`src/rtl/sfb_pkg.sv`:
```
// package for the sensor frame builder: frame geometry, queue sizing,
// shared item and configuration types, and the crc-8 byte update
// no dependencies
package sfb_pkg;

  // frame geometry, length held to the range 2..127 words
  localparam int WordsPerFrame = 15;
  localparam int FRAME_WORDS   = (WordsPerFrame < 2)   ? 2 :
                                 (WordsPerFrame > 127) ? 127 : WordsPerFrame;
  localparam int POS_W         = $clog2(FRAME_WORDS);

  // queue between front and back
  localparam int FIFO_DEPTH = 2;
  localparam int PTR_W      = $clog2(FIFO_DEPTH);
  localparam int CNT_W      = $clog2(FIFO_DEPTH + 1);

  // configuration port
  localparam int CFG_IDX_W = 3;
  localparam logic [CFG_IDX_W-1:0] REG_START_FIRST    = 3'd0;
  localparam logic [CFG_IDX_W-1:0] REG_START_SECOND   = 3'd1;
  localparam logic [CFG_IDX_W-1:0] REG_FRAME_TYPE     = 3'd2;
  localparam logic [CFG_IDX_W-1:0] REG_PAYLOAD_LENGTH = 3'd3;
  localparam logic [CFG_IDX_W-1:0] REG_END_FIRST      = 3'd4;
  localparam logic [CFG_IDX_W-1:0] REG_END_SECOND     = 3'd5;

  localparam logic [7:0] PAYLOAD_LENGTH_RST = 8'd30;

  // crc-8, poly 0x07, init 0, msb first
  localparam logic [7:0] CRC_POLY = 8'h07;
  localparam logic [7:0] CRC_INIT = 8'h00;

  // one classified word in flight between front and back
  typedef struct packed {
    logic [15:0] sample_word;
    logic        first;
    logic        last;
  } sfb_item_t;

  // framing bytes
  typedef struct packed {
    logic [7:0] start_first;
    logic [7:0] start_second;
    logic [7:0] frame_type;
    logic [7:0] payload_length;
    logic [7:0] end_first;
    logic [7:0] end_second;
  } sfb_cfg_t;

  // one byte through the crc, bit by bit
  function automatic logic [7:0] crc8_byte(input logic [7:0] crc, input logic [7:0] data);
    logic [7:0] c;
    c = crc ^ data;
    for (int b = 0; b < 8; b++) begin
      c = c[7] ? ((c << 1) ^ CRC_POLY) : (c << 1);
    end
    return c;
  endfunction

endpackage

```
`src/rtl/sfb_if.sv`:
```
// valid/ready channel interfaces: sensor words in, frame bytes out
// depends on nothing
interface sfb_word_if;
  logic        valid;
  logic        ready;
  logic [15:0] sample_word;

  modport source (output valid, output sample_word, input ready);
  modport sink   (input valid, input sample_word, output ready);
endinterface

interface sfb_byte_if;
  logic       valid;
  logic       ready;
  logic [7:0] out_byte;
  logic       frame_end;

  modport source (output valid, output out_byte, output frame_end, input ready);
  modport sink   (input valid, input out_byte, input frame_end, output ready);
endinterface

```
`src/rtl/sensor_frame_builder_crc8.sv`:
```
// sensor frame builder with crc-8: one 16-bit word in, framed bytes out.
// the queue and the output register lie between a word and its first byte.
// throughput: one byte per cycle out of the back-end sequencer while a word is queued
// and not stalled, so a word yields 6 bytes at frame start, 5 at frame end, 2 otherwise (37 per 15).
// reset: asynchronous active low; clears the queue, sequencer, crc and word
// position, and loads the framing registers with their defaults.
module sensor_frame_builder_crc8
  import sfb_pkg::*;
(
  input  logic                 clk_i,
  input  logic                 rst_ni,
  sfb_word_if.sink             word_in,
  sfb_byte_if.source           byte_out,
  input  logic                 cfg_we_i,
  input  logic [CFG_IDX_W-1:0] cfg_index_i,
  input  logic [7:0]           cfg_data_i
);

  sfb_cfg_t  cfg_q;
  sfb_item_t push_item, head_item;
  logic      push, full, head_valid, pop;

  // framing registers, writes beyond the list are dropped
  always_ff @(posedge clk_i or negedge rst_ni) begin
    if (!rst_ni) begin
      cfg_q.start_first    <= 8'h00;
      cfg_q.start_second   <= 8'h00;
      cfg_q.frame_type     <= 8'h00;
      cfg_q.payload_length <= PAYLOAD_LENGTH_RST;
      cfg_q.end_first      <= 8'h00;
      cfg_q.end_second     <= 8'h00;
    end else if (cfg_we_i) begin
      case (cfg_index_i)
        REG_START_FIRST:    cfg_q.start_first    <= cfg_data_i;
        REG_START_SECOND:   cfg_q.start_second   <= cfg_data_i;
        REG_FRAME_TYPE:     cfg_q.frame_type     <= cfg_data_i;
        REG_PAYLOAD_LENGTH: cfg_q.payload_length <= cfg_data_i;
        REG_END_FIRST:      cfg_q.end_first      <= cfg_data_i;
        REG_END_SECOND:     cfg_q.end_second     <= cfg_data_i;
        default: begin
        end
      endcase
    end
  end

  // word intake and classification
  sfb_front u_front (
    .clk_i   (clk_i),
    .rst_ni  (rst_ni),
    .word_in (word_in),
    .full_i  (full),
    .push_o  (push),
    .item_o  (push_item)
  );

  // decoupling queue
  sfb_fifo u_fifo (
    .clk_i   (clk_i),
    .rst_ni  (rst_ni),
    .push_i  (push),
    .item_i  (push_item),
    .full_o  (full),
    .pop_i   (pop),
    .valid_o (head_valid),
    .head_o  (head_item)
  );

  // byte sequencer
  sfb_back u_back (
    .clk_i        (clk_i),
    .rst_ni       (rst_ni),
    .head_valid_i (head_valid),
    .head_i       (head_item),
    .pop_o        (pop),
    .cfg_i        (cfg_q),
    .byte_out     (byte_out)
  );

endmodule

```
`src/rtl/sfb_front.sv`:
```
// front end: accepts sensor words and tags the first and last word of a frame
// depends on sfb_pkg and sfb_word_if
module sfb_front
  import sfb_pkg::*;
(
  input  logic              clk_i,
  input  logic              rst_ni,
  sfb_word_if.sink          word_in,
  input  logic              full_i,
  output logic              push_o,
  output sfb_item_t         item_o
);

  logic [POS_W-1:0] pos_q, pos_d;
  logic             is_last;

  // classify against the word position in the frame
  assign is_last             = (pos_q == POS_W'(FRAME_WORDS - 1));
  assign word_in.ready       = !full_i;
  assign push_o              = word_in.valid && !full_i;
  assign item_o.sample_word  = word_in.sample_word;
  assign item_o.first        = (pos_q == '0);
  assign item_o.last         = is_last;

  // position counter, wraps after the last word
  always_comb begin
    pos_d = pos_q;
    if (push_o) begin
      pos_d = is_last ? '0 : pos_q + POS_W'(1);
    end
  end

  always_ff @(posedge clk_i or negedge rst_ni) begin
    if (!rst_ni) begin
      pos_q <= '0;
    end else begin
      pos_q <= pos_d;
    end
  end

endmodule

```
`src/rtl/sfb_fifo.sv`:
```
// short queue of classified words between the front and back ends
// depends on sfb_pkg
module sfb_fifo
  import sfb_pkg::*;
(
  input  logic       clk_i,
  input  logic       rst_ni,
  input  logic       push_i,
  input  sfb_item_t  item_i,
  output logic       full_o,
  input  logic       pop_i,
  output logic       valid_o,
  output sfb_item_t  head_o
);

  sfb_item_t        mem_q [FIFO_DEPTH];
  logic [PTR_W-1:0] wr_ptr_q, rd_ptr_q;
  logic [CNT_W-1:0] count_q;

  assign full_o  = (count_q == CNT_W'(FIFO_DEPTH));
  assign valid_o = (count_q != '0);
  assign head_o  = mem_q[rd_ptr_q];

  // storage, no reset needed
  always_ff @(posedge clk_i) begin
    if (push_i) begin
      mem_q[wr_ptr_q] <= item_i;
    end
  end

  // pointers and fill count
  always_ff @(posedge clk_i or negedge rst_ni) begin
    if (!rst_ni) begin
      wr_ptr_q <= '0;
      rd_ptr_q <= '0;
      count_q  <= '0;
    end else begin
      if (push_i) begin
        wr_ptr_q <= (wr_ptr_q == PTR_W'(FIFO_DEPTH - 1)) ? '0 : wr_ptr_q + PTR_W'(1);
      end
      if (pop_i) begin
        rd_ptr_q <= (rd_ptr_q == PTR_W'(FIFO_DEPTH - 1)) ? '0 : rd_ptr_q + PTR_W'(1);
      end
      if (push_i && !pop_i) begin
        count_q <= count_q + CNT_W'(1);
      end else if (!push_i && pop_i) begin
        count_q <= count_q - CNT_W'(1);
      end
    end
  end

endmodule

```
`src/rtl/sfb_back.sv`:
```
// back end: byte sequencer with running crc-8 and registered output
// depends on sfb_pkg and sfb_byte_if
module sfb_back
  import sfb_pkg::*;
(
  input  logic       clk_i,
  input  logic       rst_ni,
  input  logic       head_valid_i,
  input  sfb_item_t  head_i,
  output logic       pop_o,
  input  sfb_cfg_t   cfg_i,
  sfb_byte_if.source byte_out
);

  // sequencer phases
  localparam logic [3:0] P_HEAD   = 4'd0;
  localparam logic [3:0] P_START2 = 4'd1;
  localparam logic [3:0] P_TYPE   = 4'd2;
  localparam logic [3:0] P_LEN    = 4'd3;
  localparam logic [3:0] P_HI     = 4'd4;
  localparam logic [3:0] P_LO     = 4'd5;
  localparam logic [3:0] P_CRC    = 4'd6;
  localparam logic [3:0] P_END1   = 4'd7;
  localparam logic [3:0] P_END2   = 4'd8;

  logic [3:0] phase_q, phase_d;
  logic [7:0] crc_q, crc_d;
  logic [7:0] byte_q, byte_d;
  logic       end_q, end_d;
  logic       out_valid_q;
  logic       adv, pop;
  logic [7:0] hi_byte, lo_byte;

  assign hi_byte = head_i.sample_word[15:8];
  assign lo_byte = head_i.sample_word[7:0];

  // advance one byte whenever a word is queued and the output slot is free
  assign adv   = head_valid_i && (!out_valid_q || byte_out.ready);
  assign pop_o = adv && pop;

  // next byte, next phase and crc update
  always_comb begin
    phase_d = phase_q;
    crc_d   = crc_q;
    byte_d  = 8'h00;
    end_d   = 1'b0;
    pop     = 1'b0;
    case (phase_q)
      P_HEAD: begin
        if (head_i.first) begin
          byte_d  = cfg_i.start_first;
          phase_d = P_START2;
        end else begin
          byte_d  = hi_byte;
          crc_d   = crc8_byte(crc_q, hi_byte);
          phase_d = P_LO;
        end
      end
      P_START2: begin
        byte_d  = cfg_i.start_second;
        phase_d = P_TYPE;
      end
      P_TYPE: begin
        byte_d  = cfg_i.frame_type;
        crc_d   = crc8_byte(CRC_INIT, cfg_i.frame_type);
        phase_d = P_LEN;
      end
      P_LEN: begin
        byte_d  = cfg_i.payload_length;
        crc_d   = crc8_byte(crc_q, cfg_i.payload_length);
        phase_d = P_HI;
      end
      P_HI: begin
        byte_d  = hi_byte;
        crc_d   = crc8_byte(crc_q, hi_byte);
        phase_d = P_LO;
      end
      P_LO: begin
        byte_d = lo_byte;
        crc_d  = crc8_byte(crc_q, lo_byte);
        if (head_i.last) begin
          phase_d = P_CRC;
        end else begin
          phase_d = P_HEAD;
          pop     = 1'b1;
        end
      end
      P_CRC: begin
        byte_d  = crc_q;
        phase_d = P_END1;
      end
      P_END1: begin
        byte_d  = cfg_i.end_first;
        phase_d = P_END2;
      end
      P_END2: begin
        byte_d  = cfg_i.end_second;
        end_d   = 1'b1;
        crc_d   = CRC_INIT;
        phase_d = P_HEAD;
        pop     = 1'b1;
      end
      default: begin
        phase_d = P_HEAD;
      end
    endcase
  end

  // sequencer state
  always_ff @(posedge clk_i or negedge rst_ni) begin
    if (!rst_ni) begin
      phase_q     <= P_HEAD;
      crc_q       <= CRC_INIT;
      out_valid_q <= 1'b0;
    end else begin
      if (adv) begin
        phase_q     <= phase_d;
        crc_q       <= crc_d;
        out_valid_q <= 1'b1;
      end else if (byte_out.ready) begin
        out_valid_q <= 1'b0;
      end
    end
  end

  // output payload register
  always_ff @(posedge clk_i) begin
    if (adv) begin
      byte_q <= byte_d;
      end_q  <= end_d;
    end
  end

  assign byte_out.valid     = out_valid_q;
  assign byte_out.out_byte  = byte_q;
  assign byte_out.frame_end = end_q;

endmodule

```
`src/flat_wrapper.sv`:
```
// flat-port wrapper written by rule: the top's interface ports become plain ports
module sensor_frame_builder_crc8_flat import sfb_pkg::*;
  (clk_i, rst_ni, cfg_we_i, cfg_index_i, cfg_data_i, word_in_valid, word_in_sample_word, word_in_ready, byte_out_valid, byte_out_out_byte, byte_out_frame_end, byte_out_ready);
  sfb_word_if word_in_i ();
  sfb_byte_if byte_out_i ();
  input  logic clk_i;
  input  logic rst_ni;
  input  logic cfg_we_i;
  input  logic [CFG_IDX_W-1:0] cfg_index_i;
  input  logic [7:0] cfg_data_i;
  input wire logic [$bits(word_in_i.valid)-1:0] word_in_valid;
  input wire logic [$bits(word_in_i.sample_word)-1:0] word_in_sample_word;
  output wire logic [$bits(word_in_i.ready)-1:0] word_in_ready;
  output wire logic [$bits(byte_out_i.valid)-1:0] byte_out_valid;
  output wire logic [$bits(byte_out_i.out_byte)-1:0] byte_out_out_byte;
  output wire logic [$bits(byte_out_i.frame_end)-1:0] byte_out_frame_end;
  input wire logic [$bits(byte_out_i.ready)-1:0] byte_out_ready;
  assign word_in_i.valid = word_in_valid;
  assign word_in_i.sample_word = word_in_sample_word;
  assign word_in_ready = word_in_i.ready;
  assign byte_out_valid = byte_out_i.valid;
  assign byte_out_out_byte = byte_out_i.out_byte;
  assign byte_out_frame_end = byte_out_i.frame_end;
  assign byte_out_i.ready = byte_out_ready;
  sensor_frame_builder_crc8 u_core (.clk_i(clk_i), .rst_ni(rst_ni), .word_in(word_in_i), .byte_out(byte_out_i), .cfg_we_i(cfg_we_i), .cfg_index_i(cfg_index_i), .cfg_data_i(cfg_data_i));
endmodule
```
`config.mk`:
```
export PLATFORM = sky130hd
export DESIGN_NAME = sensor_frame_builder_crc8_flat
export DESIGN_NICKNAME = d
export VERILOG_FILES = /design/src/rtl/sfb_pkg.sv /design/src/rtl/sfb_if.sv /design/src/rtl/sensor_frame_builder_crc8.sv /design/src/rtl/sfb_front.sv /design/src/rtl/sfb_fifo.sv /design/src/rtl/sfb_back.sv /design/src/flat_wrapper.sv
export SDC_FILE = /design/constraint.sdc
export NUM_CORES = 1
export LEC_CHECK = 0
export BUFFER_PORTS_ARGS = -buffer_cell sky130_fd_sc_hd__buf_2
export CORE_ASPECT_RATIO = 2
export CORE_MARGIN = 3
export CORE_UTILIZATION = 47
export CTS_CLUSTER_SIZE = 28
export DETAILED_ROUTE_END_ITERATION = 12
export SLEW_MARGIN = 10
export SYNTH_ARGS = -nofsm -noshare
export SYNTH_HDL_FRONTEND = slang
export SYNTH_HIERARCHICAL = 1
export SYNTH_SLANG_ARGS = --single-unit
```
`constraint.sdc`:
```
create_clock -name clk_i -period 4.5 [get_ports clk_i]
set_input_delay 0.675 -clock clk_i [delete_from_list [all_inputs] [get_ports clk_i]]
set_output_delay 0.675 -clock clk_i [all_outputs]
set_load 0.01 [all_outputs]
```
==> out/summary.log <==
INFO  timing         drv_slew=0
INFO  drt            wire_per_inst=23.9um
INFO  clock_network  clock_insertion_delay_worst_skew=410ps
INFO  grt            grt_max_degree=40
INFO  clock_network  ctsResizeCount=0
INFO  placement      placedInstanceArea=6430squm
INFO  critical_path  critical_path.endpoint_type=flop
INFO  logic_synthesis post_synth_num_cell_types=66
INFO  critical_path  crit_arrival=3160ps
INFO  critical_path  startpoint_types=flop
INFO  clock_network  clk_transition_reported_paths=60ps
INFO  grt            grt_first_pass_wirelength=25100um
INFO  final_layout   final_net_count=544
INFO  critical_path  timing.critical_path.slowest_stage_cell=sky130_fd_sc_hd__a2111oi_2
INFO  logic_synthesis synth.avg_cell_area=12.8squm
INFO  grt            globalRouteMet2Util=42.0%
INFO  final_layout   n_fill_cell=1123
INFO  clock_network  cts-hold-fix-buffers=0
INFO  drt            detail_route.iter0.violations=261
INFO  logic_synthesis synth-edff-count=45
INFO  critical_path  ws_path_type=flop to flop
INFO  critical_path  maximum_fanout_encountered_on_the_critical_timing_path=19
INFO  drt            post-route-drc-count=0
INFO  grt            groute.usage.overall=23.3%
INFO  clock_network  post-cts-setup-buffers=0
INFO  timing         unrepaired_setup_endpoints_after_global_routing=false
INFO  logic_synthesis synth.cell_area=6250squm
INFO  final_layout   synthesis_to_finish_area_growth=12.1%
INFO  floorplanning  placeable_core_area=13000squm
INFO  critical_path  timing.critical_path.slowest_cell_delay=1020ps
INFO  placement      post-dp-hpwl=12200um
INFO  logic_synthesis synth.yosys.warnings=6
INFO  logic_synthesis synth.yosys.seq_area_share=49.3%
INFO  final_layout   final_cell_area=7000squm
INFO  timing         timing.fmax=341MHz
INFO  grt            global_route.overflow_total=0
INFO  clock_network  ctsRootBufferMaster=sky130_fd_sc_hd__clkbuf_16
INFO  timing         final-setup-viol-count=0
INFO  floorplanning  die_width=87.5um
INFO  logic_synthesis ys_seq_elements=114
INFO  pwr            total_power=6060uW
INFO  pwr            p_leak=0.00271uW
INFO  clock_network  cts.sinks=114
INFO  floorplanning  dieArea=14800squm
INFO  timing         final.setup.tns=0ps
INFO  floorplanning  floorplan.initialDensity=48.1%
INFO  pwr            pwr_density_cell=865nW/um^2
INFO  timing         worst_clock_skew=14.1ps
INFO  timing         hold_slack=351ps
INFO  final_layout   post_route_cells_drive_above_1_share=33.6%
INFO  clock_network  cts_buffer_depth=2
INFO  critical_path  crit_required=4740ps
INFO  drt            postRouteAntennaNets=0
INFO  grt            antenna_found_initial=0
INFO  grt            first_global_vias=4282
INFO  logic_synthesis synth_top_flop_cell=sky130_fd_sc_hd__dfrtp_1
INFO  logic_synthesis postSynthCellCount=488
INFO  floorplanning  design.portCount=43
INFO  pwr            ir_worst_vdd=0.441mV
INFO  grt            globalRoute.busiestLayer=met2
INFO  timing         finalCritPeriodShare=65.1%
INFO  grt            met3_usage=3.17%
INFO  placement      routabilityCongestion=0.949
INFO  drt            vias=4084
INFO  placement      placement.io_buffers=42
INFO  timing         finalHoldViolations=0
INFO  timing         tightest_slew=1270ps
INFO  final_layout   antenna_cells=0
INFO  drt            dr.pass1.iters=5
INFO  critical_path  cp_cell_sequence=mux2_4, a2111oi_2, a221oi_1, o211ai_1
INFO  final_layout   stdcell_count=676
INFO  clock_network  cts_tree=done
INFO  grt            use_met1=25.9%
INFO  min_path       min-delay-path-class=primary input to async pin
INFO  floorplanning  placementRows=59
INFO  drt            average_vias_per_placed_instance=6.04
INFO  clock_network  cts_made_buffers=17
INFO  timing         slew_headroom=15.3%
INFO  timing         post-route-min-period=2930ps
INFO  logic_synthesis async_reset_ff_share=60.5%
INFO  floorplanning  chip_height=169um
INFO  logic_synthesis mappedNetlistNets=521
INFO  run_status     outcome=complete, no violations
INFO  clock_network  cts-htree-levels=4
INFO  placement      placed_cells_incl_taps=644
INFO  run            max_cap_viols=0
INFO  drt            detail_route.wirelength=16100um
-- cell usage in the layout (no fill, tap or decap), types with 7 or more instances in the layout --
cell type | synthesis | layout
sky130_fd_sc_hd__nand3_1 | 7 | 7
sky130_fd_sc_hd__mux2_2 | 61 | 61
sky130_fd_sc_hd__mux2_4 | 10 | 10
sky130_fd_sc_hd__a221oi_1 | 8 | 8
sky130_fd_sc_hd__edfxtp_1 | 45 | 45
sky130_fd_sc_hd__nand2_1 | 13 | 13
sky130_fd_sc_hd__xor2_1 | 13 | 13
sky130_fd_sc_hd__clkbuf_16 | 0 | 17
sky130_fd_sc_hd__nor3_1 | 8 | 8
sky130_fd_sc_hd__o211ai_1 | 7 | 7
sky130_fd_sc_hd__nor2b_1 | 7 | 7
sky130_fd_sc_hd__xnor2_1 | 62 | 62
sky130_fd_sc_hd__buf_2 | 11 | 42
sky130_fd_sc_hd__dfrtp_1 | 65 | 65
sky130_fd_sc_hd__a22oi_1 | 14 | 14
sky130_fd_sc_hd__nor2_1 | 16 | 16
sky130_fd_sc_hd__o21ai_0 | 11 | 11
sky130_fd_sc_hd__a21oi_1 | 11 | 11
-- per-stage QoR --
step                utilization [%]  setup WS, ps
CTS                            53.9          1600
finish                         53.9          1570
global placement               49.5          1700
global route                   53.9          1430
floorplan                         -          2270
detailed placement             49.5          1620
-- worst max-delay path, delay by kind of cell, from the launching register on --
family | cells | cell delay [ps]
DFF | 1 | 950
AOI/OAI and AO/OA | 3 | 1420
muxes | 1 | 380
-- kinds of logic (layout without fill, tap and decap cells) --
family          Yosys count  after routing  share of synthesized area (%)
compound gates           85             85                           10.2
xor+xnor                 83             83                           13.2
fa+ha+maj                 1              1                          0.200
buf+inv                  51             87                           5.11
flops                   114            114                           49.3
mux                      77             77                           14.4
simple gates             77             77                           7.67
-- registers in the layout, indices dropped and copies added (netlist names) --
| name | count |
|---|---|
| u_core/u_back/phase_q | 4 |
| u_core/u_fifo/wr_ptr_q | 1 |
| u_core/cfg_q | 48 |
| u_core/u_back/byte_out.valid | 1 |
| u_core/u_front/pos_q | 4 |
| u_core/u_back/byte_out.out_byte | 8 |
| u_core/u_fifo/rd_ptr_q | 1 |
| u_core/u_fifo/mem_q | 36 |
| u_core/u_back/byte_out.frame_end | 1 |
| u_core/u_fifo/count_q | 2 |
| u_core/u_back/crc_q | 8 |
-- final timing paths --
path                                           from                            endpoint  slack, ps  cells past startpoint
min in group clk_i          word_in_sample_word[15]          u_core/u_fifo/mem_q[0][17]        450                      1
max in group asynchronous                    rst_ni                    u_core/cfg_q[19]       3130                      2
max                          u_core/u_fifo/rd_ptr_q  u_core/u_back/byte_out.out_byte[1]       1570                      4
max reg2reg                  u_core/u_fifo/rd_ptr_q  u_core/u_back/byte_out.out_byte[1]       1570                      4
min reg2reg                u_core/u_fifo/count_q[1]            u_core/u_fifo/count_q[1]        490                      1
min                                          rst_ni              u_core/u_back/crc_q[7]        350                      1
-- layer usage --
| layer | vias up | part of all wire [%] |
|---|---|---|
| li1 | 1835 | - |
| met1 | 2069 | 36 |
| met2 | 141 | 57 |
| met5 | - | 0 |
| met4 | 0 | 4.0 |
| met3 | 39 | 3.0 |
-- final cells by class --
type,count,area (sq um),share of cell area (%)
tap,152,190,2.72
timing repair buffer,48,255,3.64
clock buffer,17,425,6.07
inverter,7,28.8,0.411
multi-input combinational,323,2870,41.0
sequential,114,3080,44.0
clock inverter,15,146,2.09
-- Yosys cell counts (all sizes together), types with 2 or more instances --
cell type / n / share of area (%)
dfrtp: 65 / 26
xor2: 13 / 1.8
clkbuf: 9 / 0.56
a22o: 3 / 0.42
a22oi: 14 / 1.7
nand2: 13 / 0.78
nor4b: 3 / 1.0
o22a: 3 / 0.42
edfxtp: 45 / 22
a31oi: 2 / 0.20
nand2b: 6 / 0.72
mux2: 71 / 13
nand3: 8 / 0.72
a221oi: 8 / 1.1
nor3: 8 / 0.64
nor2b: 7 / 0.70
nand4b: 2 / 0.28
o22ai: 5 / 0.50
a32o: 2 / 0.34
nor2: 16 / 0.96
xnor3: 4 / 1.4
or2: 3 / 0.30
dfstp: 4 / 1.7
xnor2: 66 / 9.9
o32a: 2 / 0.32
o211ai: 8 / 1.0
a221o: 3 / 0.48
mux2i: 6 / 0.96
nor3b: 2 / 0.32
a21oi: 11 / 0.88
inv: 7 / 0.46
o21ai: 14 / 1.1
buf: 35 / 4.1
a2111oi: 2 / 0.48
nor4bb: 4 / 0.64
-- power by group --
| part | switching [uW] | internal (uW) |
|---|---|---|
| combinational | 1410 | 1430 |
| sequential | 462 | 1450 |
| clock | 533 | 775 |
No activity file was read; power rests on OpenSTA's default activity.
